--- src/rtl/qrpm_pkg.sv ---
// Package of the quad rate PID mixer: word types, lane control, constants, dead band.
package qrpm_pkg;

  localparam int RC_W       = 12;
  localparam int RATE_W     = 16;
  localparam int GAIN_W     = 18;
  localparam int LIM_W      = 10;
  localparam int MOTOR_W    = 11;
  localparam int DB_W       = 13;
  localparam int SP_W       = 21;
  localparam int ST_W       = 24;
  localparam int INT_W      = 16;
  localparam int PID_W      = 19;
  localparam int THR_W      = 11;
  localparam int CFG_IDX_W  = 4;
  localparam int CFG_DATA_W = 18;

  localparam int DB_LOW    = 1492;
  localparam int DB_HIGH   = 1508;
  localparam int YAW_ON    = 1050;
  localparam int THR_MAX   = 1800;
  localparam int MOTOR_MIN = 1100;
  localparam int MOTOR_MAX = 2000;
  localparam int I_LIMIT   = 25600;

  // floor(x/3) = (x*RECIP3) >> 22, exact for x < 2^21
  localparam int RECIP3     = 1398102;
  localparam int RECIP3_SH  = 22;
  // floor(x/10) = (x*RECIP10) >> 30, exact for x < 2^27
  localparam int RECIP10    = 107374183;
  localparam int RECIP10_SH = 30;

  localparam logic [CFG_IDX_W-1:0] REG_KP_RP  = 4'd0;
  localparam logic [CFG_IDX_W-1:0] REG_KI_RP  = 4'd1;
  localparam logic [CFG_IDX_W-1:0] REG_KD_RP  = 4'd2;
  localparam logic [CFG_IDX_W-1:0] REG_KP_YAW = 4'd3;
  localparam logic [CFG_IDX_W-1:0] REG_KI_YAW = 4'd4;
  localparam logic [CFG_IDX_W-1:0] REG_KD_YAW = 4'd5;
  localparam logic [CFG_IDX_W-1:0] REG_LIM_RP = 4'd6;
  localparam logic [CFG_IDX_W-1:0] REG_LIM_YAW = 4'd7;

  typedef struct packed {
    logic [RC_W-1:0]          rc_roll;
    logic [RC_W-1:0]          rc_pitch;
    logic [RC_W-1:0]          rc_throttle;
    logic [RC_W-1:0]          rc_yaw;
    logic signed [RATE_W-1:0] rate_roll;
    logic signed [RATE_W-1:0] rate_pitch;
    logic signed [RATE_W-1:0] rate_yaw;
    logic signed [RATE_W-1:0] level_roll;
    logic signed [RATE_W-1:0] level_pitch;
  } sensor_t;

  typedef struct packed {
    logic [MOTOR_W-1:0] motor_front_right;
    logic [MOTOR_W-1:0] motor_rear_right;
    logic [MOTOR_W-1:0] motor_rear_left;
    logic [MOTOR_W-1:0] motor_front_left;
  } motor_t;

  // Step strobes broadcast from the sequencer to every lane.
  typedef struct packed {
    logic load;
    logic mul;
    logic err;
    logic gmul;
    logic integ;
    logic outp;
  } lane_ctl_t;

  // Stick dead band, closed between DB_LOW and DB_HIGH.
  function automatic logic signed [DB_W-1:0] dead_band(input logic [RC_W-1:0] r);
    logic signed [DB_W:0] rs;
    logic signed [DB_W:0] d;
    rs = $signed({2'b00, r});
    if (rs > (DB_W+1)'(DB_HIGH)) begin
      d = rs - (DB_W+1)'(DB_HIGH);
    end else if (rs < (DB_W+1)'(DB_LOW)) begin
      d = rs - (DB_W+1)'(DB_LOW);
    end else begin
      d = '0;
    end
    return DB_W'(d);
  endfunction

endpackage

--- src/rtl/qrpm_mixer.sv ---
// X-frame mixer: throttle plus PID outputs into four clamped motor pulses.
module qrpm_mixer (
  input  logic                               clk,
  input  logic                               load,
  input  logic [qrpm_pkg::THR_W-1:0]         thr,
  input  logic signed [qrpm_pkg::PID_W-1:0]  pr,
  input  logic signed [qrpm_pkg::PID_W-1:0]  pp,
  input  logic signed [qrpm_pkg::PID_W-1:0]  py,
  output qrpm_pkg::motor_t                   motor
);
  import qrpm_pkg::*;

  localparam int MIX_W = 23;
  localparam int US_W  = MIX_W - 8;

  logic signed [MIX_W-1:0] base;
  logic signed [MIX_W-1:0] r;
  logic signed [MIX_W-1:0] p;
  logic signed [MIX_W-1:0] w;
  motor_t                  motor_next;

  // drop the fraction, then clamp; negatives land on the floor either way
  function automatic logic [MOTOR_W-1:0] pulse(input logic signed [MIX_W-1:0] s);
    logic signed [US_W-1:0] us;
    us = $signed(s[MIX_W-1:8]);
    if (us < US_W'(MOTOR_MIN)) begin
      return MOTOR_W'(MOTOR_MIN);
    end else if (us > US_W'(MOTOR_MAX)) begin
      return MOTOR_W'(MOTOR_MAX);
    end else begin
      return MOTOR_W'(us);
    end
  endfunction

  always_comb begin
    base = MIX_W'({thr, 8'b0});
    r    = MIX_W'(pr);
    p    = MIX_W'(pp);
    w    = MIX_W'(py);
    motor_next.motor_front_right = pulse(base + p + r + w);
    motor_next.motor_rear_right  = pulse(base + p - r - w);
    motor_next.motor_rear_left   = pulse(base - p - r + w);
    motor_next.motor_front_left  = pulse(base - p + r - w);
  end

  always_ff @(posedge clk) begin
    if (load) begin
      motor <= motor_next;
    end
  end

endmodule

--- config.mk ---
export PLATFORM = sky130hd
export DESIGN_NAME = qrpm_mixer
export DESIGN_NICKNAME = d
export VERILOG_FILES = /design/src/rtl/qrpm_pkg.sv /design/src/rtl/qrpm_mixer.sv
export SDC_FILE = /design/constraint.sdc
export NUM_CORES = 1
export LEC_CHECK = 0
export ABC_AREA = 0
export ABC_CLOCK_PERIOD_IN_PS = 19600
export BUFFER_PORTS_ARGS = -buffer_cell sky130_fd_sc_hd__buf_4
export CORE_MARGIN = 2
export CORE_UTILIZATION = 37
export DETAILED_ROUTE_END_ITERATION = 16
export GPL_TIMING_DRIVEN = 0
export PLACE_DENSITY = 0.64
export SYNTH_ARGS = -nofsm -noshare
export SYNTH_HDL_FRONTEND = slang
export SYNTH_SLANG_ARGS = --single-unit
--- constraint.sdc ---
create_clock -name clk -period 19.6 [get_ports clk]
set_clock_uncertainty 0.05 [all_clocks]
set_input_delay 2.94 -clock clk [delete_from_list [all_inputs] [get_ports clk]]
set_output_delay 2.94 -clock clk [all_outputs]
set_load 0.005 [all_outputs]
==> results of run 1 <==
metrics by stage:
| stage | area [um^2] | total power [mW] |
|---|---|---|
| after floorplan | 9160 | 0.804 |
| after detailed placement | 10400 | 1.04 |
| final | 10600 | 1.15 |
| after global routing | 10600 | 1.26 |
| after CTS | 10600 | 1.15 |
| after global placement | 10400 | 1.03 |
power by group through the flow:
stage,combinational (mW),sequential (mW),clock (mW)
detailed placement,0.871,0.168,0
global placement,0.862,0.168,0
global route,0.985,0.169,0.104
CTS,0.877,0.166,0.102
finish,0.881,0.165,0.100
floorplan,0.634,0.170,0
cell families after synthesis:
family                   synth area share [%]
AO/OA/AOI/OAI                            22.0
XOR/XNOR                                 6.13
adder cells (fa/ha/maj)                  33.3
buffers and inverters                    6.84
flip-flops                               14.4
multiplexers                             1.01
other                                  0.0410
AND/OR/NAND/NOR                          16.3
path summary, 6_finish.rpt:
kind	start	to	slack, ps	depth (start not counted)
min	load	motor[42]	3130	1
max	pp[0]	motor[17]	10390	23
area by class of cell:
class | count | area [um^2]
buffer | 27 | 171
clock buffer | 5 | 125
clock inverter | 3 | 42.5
fill | 2438 | 13700
inverter | 121 | 454
multi-input combinational | 856 | 7220
sequential | 44 | 1320
tap | 324 | 405
timing repair buffer | 113 | 848
metal layers:
metal | up-vias | GRT usage, % | share of wire (%) | wire length (um)
met2 | 192 | 30.3 | 46 | 11000
met1 | 3818 | 26.3 | 48 | 11500
met3 | 23 | 1.62 | 4.0 | 962
met4 | 0 | 4.79 | 1.8 | 425
met5 | - | 0 | 0 | 0
li1 | 3980 | - | - | -
cell usage in the layout, fill, tap and decap left out, types with 6 or more instances in the layout:
cell type and n:
a31oi_1 14, a211oi_1 10, inv_1 121, fa_1 82, buf_4 114, nand3b_1 6, nand2_1 61, o2111ai_1 8
nand3_1 20, xnor2_1 38, o31ai_1 7, a21oi_1 88, nor2_1 61, and3_1 9, xor2_1 26, nor4_1 11
ha_1 112, o21bai_1 18, a21o_1 33, o211ai_1 10, edfxtp_1 44, nor2b_1 6, and4_1 10, clkbuf_1 17
nand2b_1 13, mux2i_1 7, or3_1 11, o21ai_0 36, nand4_1 10, o21a_1 19, nor3_1 33
==> flow_summary.yaml, run 1 <==
clocking:
  numCtsBuffers: 5
  root_buffer: "clkbuf_16"
  cts_buffer_depth: 2
  post_cts_buffers: 0
  cts_hold_buf: 0
  clk_pin_slew_ps: 70
  cts_max_level: 2
  post_cts_resized: 0
  cts_sinks: 44
  cts_tree: "yes"
worst_hold_path:
  hold_class: "primary input to flip-flop"
power:
  combPwrFrac_pct: 76.9
  swShare_pct: 48.1
  clkPwrFrac_pct: 8.7
  p_per_area_mw_per_mm2: 108
  pwr-share-seq_pct: 14.4
  p_switching_mw: 0.551
  peakVddDrop_uv: 39.9
  intPower_mw: 0.594
  p_leak_nw: 4.74
global_route:
  grt_usage_pct: 18.5
  grt_overflow_total: 0
  grt_max_degree: 45
  grt_pass1_vias: 7671
  antenna_found_initial: 0
  grt_pass1_wl_um: 38600
final_layout:
  instances_no_fill: 1493
  post-route-util_pct: 43.5
  areaGrowthSynthToFinish_pct: 15.7
  diodes: 0
  largest-register: "motor"
  largest_register_ffs: 44
  drive_gt1_share_pct: 13.1
  nets: 1432
  largest_registers: "motor: 44 flops"
route:
  avgViaCountPerCell: 5.37
  routed_wl_um: 23900
  route.detailed.wl_per_inst_um: 16.0
  ant_nets: 0
  route.vias.total: 8013
  firstDrtPassIters: 5
  drc_errors: 0
  drtIter0Drc: 465
logic_synthesis:
  syn_inst: 1045
  synth_area_leaders: "fa_1 (18%), ha_1 (15%), edfxtp_1 (14%)"
  yosysMostFrequentCell: "inv_1"
  synthArstFlopShare_pct: 0
  synth_edf_count: 44
  synth.top_cells.by_count: "inv_1 (121), ha_1 (112), a21oi_1 (88)"
  synthFlopType: "edfxtp_1"
  synth_seq_cells: 44
  syn_area_mm2: 0.00915
  ys_seq_area_share_pct: 14.4
  syn_area_per_cell_um2: 8.76
  yosys_warnings: 0
  synth_top_area_share_pct: 17.9
  ys_types: 84
  synth_area_leader_cell: "fa_1"
setup_path:
  worstPathArrival_ps: 9210
  worstPathCellList: "buf_4 > inv_1 > ha_1 > nor4b_1 > a31oi_1 > o21ai_0 > a41oi_1 > a221oi_1 > a21o_1 > a21oi_1 > xor2_1 > fa_1 > ha_1 > buf_2 > a21o_1 > a211o_1 > a211oi_1 > o211ai_1 > a211o_1 > o31a_1 > a211o_1 > or3_4 > nand2b_4"
  required_ps: 19600
  cp_max_fo: 9
  critPathMaxStageDelay_ps: 570
  cp-start-kind: "primary input"
  worstPathBufferInverterCount: 3
  cp_slowest_cell: "nor4b_1"
  crit_path_frequent_cell: "a211o_1"
  worstSetupEndpointType: "flip-flop"
  path_class: "primary input to flip-flop"
  crit_family: "compound AO/OA/AOI/OAI gates"
die:
  row_count: 57
  start_util_pct: 37.6
  design.die.area_mm2: 0.0260
  die_w_um: 161
  core_area_mm2: 0.0243
  dieHeight_um: 161
  pin_count: 114
place:
  place.gp.congestion: 0.876
  post-place-cells: 1485
  hpwl_um: 20400
  pre_cts_slack_ps: 10190
  numPortBuffers: 113
timing:
  slew_violations: 0
  postLayoutSetupSlackWorst_ps: 10390
  setup_tns_ps: 0
  min_period_ps: 9210
  max_freq_ghz: 0.109
  holdWs_ps: 3130
  grt_setup_unrepaired: "false"
  hold_viol: 0
  slew_headroom_pct: 36.1
  tightestPinTransition_ps: 946
  fin_crit_sh_pct: 47.0
  setup_viol: 0
status:
  outcome: "completed"
flow_run:
  drv_cap: 0
No activity file was read; power rests on OpenSTA's default activity.
==> run 2: changes to the inputs <==
--- a/config.mk
+++ b/config.mk
@@ -6,13 +6,13 @@
 export NUM_CORES = 1
 export LEC_CHECK = 0
 export ABC_AREA = 0
-export ABC_CLOCK_PERIOD_IN_PS = 19600
+export ABC_CLOCK_PERIOD_IN_PS = 7700
 export BUFFER_PORTS_ARGS = -buffer_cell sky130_fd_sc_hd__buf_4
 export CORE_MARGIN = 2
 export CORE_UTILIZATION = 37
 export DETAILED_ROUTE_END_ITERATION = 16
 export GPL_TIMING_DRIVEN = 0
-export PLACE_DENSITY = 0.64
+export PLACE_DENSITY = 0.66
 export SYNTH_ARGS = -nofsm -noshare
 export SYNTH_HDL_FRONTEND = slang
 export SYNTH_SLANG_ARGS = --single-unit
==> constraint.sdc (replaced) <==
create_clock -name clk -period 7.7 [get_ports clk]
set_clock_uncertainty 0.05 [all_clocks]
set_input_delay 1.155 -clock clk [delete_from_list [all_inputs] [get_ports clk]]
set_output_delay 1.155 -clock clk [all_outputs]
set_load 0.005 [all_outputs]
==> flow_summary.yaml, run 2 (synthesized netlist as in run 1, its figures left out) <==
setup_path:
  worstSetupEndpointType: "flip-flop"
  path_class: "primary input to flip-flop"
  required_ps: 7700
  cp-start-kind: "primary input"
  worstPathArrival_ps: 7270
  cp_max_fo: 9
global_route:
  grt_usage_pct: 18.5
  antenna_found_initial: 0
  grt_overflow_total: 0
  grt_pass1_vias: 7707
  grt_max_degree: 45
  grt_pass1_wl_um: 38800
power:
  p_per_area_mw_per_mm2: 272
  p_leak_nw: 4.73
  peakVddDrop_uv: 105
clocking:
  clk_pin_slew_ps: 70
  cts_tree: "yes"
  cts_buffer_depth: 2
  numCtsBuffers: 5
  cts_max_level: 2
  root_buffer: "clkbuf_16"
  cts_sinks: 44
  post_cts_buffers: 0
place:
  hpwl_um: 20700
  numPortBuffers: 113
  place.gp.congestion: 0.906
  pre_cts_slack_ps: -110
die:
  pin_count: 114
  start_util_pct: 37.6
  die_w_um: 161
  dieHeight_um: 161
  core_area_mm2: 0.0243
  design.die.area_mm2: 0.0260
  row_count: 57
final_layout:
  areaGrowthSynthToFinish_pct: 15.4
  multiInputGateArea_mm2: 0.00722
  largest_register_ffs: 44
  largest_registers: "motor: 44 flops"
  drive_gt1_share_pct: 13.0
  regArea_mm2: 0.00132
  final_common_cell: "inv_1"
  post-route-util_pct: 43.4
  final_cell_mix: "inv_1 (121), buf_4 (114), ha_1 (112), a21oi_1 (88), fa_1 (82)"
  diodes: 0
  nets: 1432
  largest-register: "motor"
  nFillCells: 2406
flow_run:
  drv_cap: 0
route:
  met3_length_um: 1030
  avgViaCountPerCell: 5.35
  firstDrtPassIters: 5
  route.detailed.wl_per_inst_um: 16.1
  routed_wl_um: 24100
  ant_nets: 0
  wl_met1_um: 11400
  route.vias.total: 7988
  wl_met2_um: 11400
  drc_errors: 0
  highest_layer: "met4"
  drtIter0Drc: 428
timing:
  slew_violations: 0
  min_period_ps: 7270
  setup_viol: 0
  tightestPinTransition_ps: 944
  max_freq_ghz: 0.138
  hold_viol: 0
  setup_tns_ps: 0
  slew_headroom_pct: 36.2
  grt_setup_unrepaired: "false"
  postLayoutSetupSlackWorst_ps: 434
  fin_crit_sh_pct: 94.4
status:
  outcome: "completed"
worst_hold_path:
  hold_class: "primary input to flip-flop"
run 2: changes by cell type in the layout (fill, tap and decap cells not counted), sizes merged:
cell	delta
bufinv	-1
clkbuf	+1
run 2: path summary, 6_finish.rpt:
| path | slack, ps | cells after the start | endpoint | from |
|---|---|---|---|---|
| min | 1360 | 1 | motor[42] | load |
| max | 430 | 23 | motor[17] | pp[0] |
run 2: cell type report:
cell class	instances	share of cell area (%)
timing repair buffer	113	8.03
clock inverter	2	0.107
buffer	27	1.62
multi-input combinational	856	68.4
clock buffer	6	1.22
tap	324	3.84
sequential	44	12.5
inverter	121	4.30
run 2: critical path, stage by stage:
cell and delay, ps:
buf_4 140, inv_1 130, ha_1 220, nor4b_2 410, a31oi_1 250, o21ai_0 390, a41oi_1 230, a221oi_1 460
a21o_1 190, a21oi_1 100, xor2_1 290, fa_1 510, ha_1 300, buf_2 170, a21o_1 170, a211o_1 290
a211oi_1 360, o211ai_1 210, a211o_1 300, o31a_1 110, a211o_1 300, or3_4 440, nand2b_4 140
run 2: report_power, final:
group          switching [mW]  total, mW  internal (mW)  leakage (nW)
Sequential             0.0262      0.422          0.396         0.429
Clock                  0.0972      0.217          0.120        0.0645
Combinational            1.27       2.24          0.965          4.24
Total                    1.40       2.88           1.48          4.73
run 2: metal layers:
metal  vias up  global-route usage, %
met4         0                   3.49
met5         -                      0
met2       162                   31.5
met1      3826                   25.4
li1       3988                      -
met3        12                   2.49
run 2: per-stage QoR:
step,std cells,power [mW],hold slack (ps),area [um^2]
5_1_grt,1493,3.17,1400,10600
3_5_place_dp,1485,2.65,1500,10400
2_1_floorplan,1048,2.05,1220,9160
4_1_cts,1493,2.88,1380,10600
3_3_place_gp,1485,2.62,1500,10400
6_report,1493,2.88,1360,10600
run 2: what timing repair did:
action	4_1_cts	5_1_grt
hold buffers	0	0
resized for setup	0	1
setup endpoints to repair	0	9
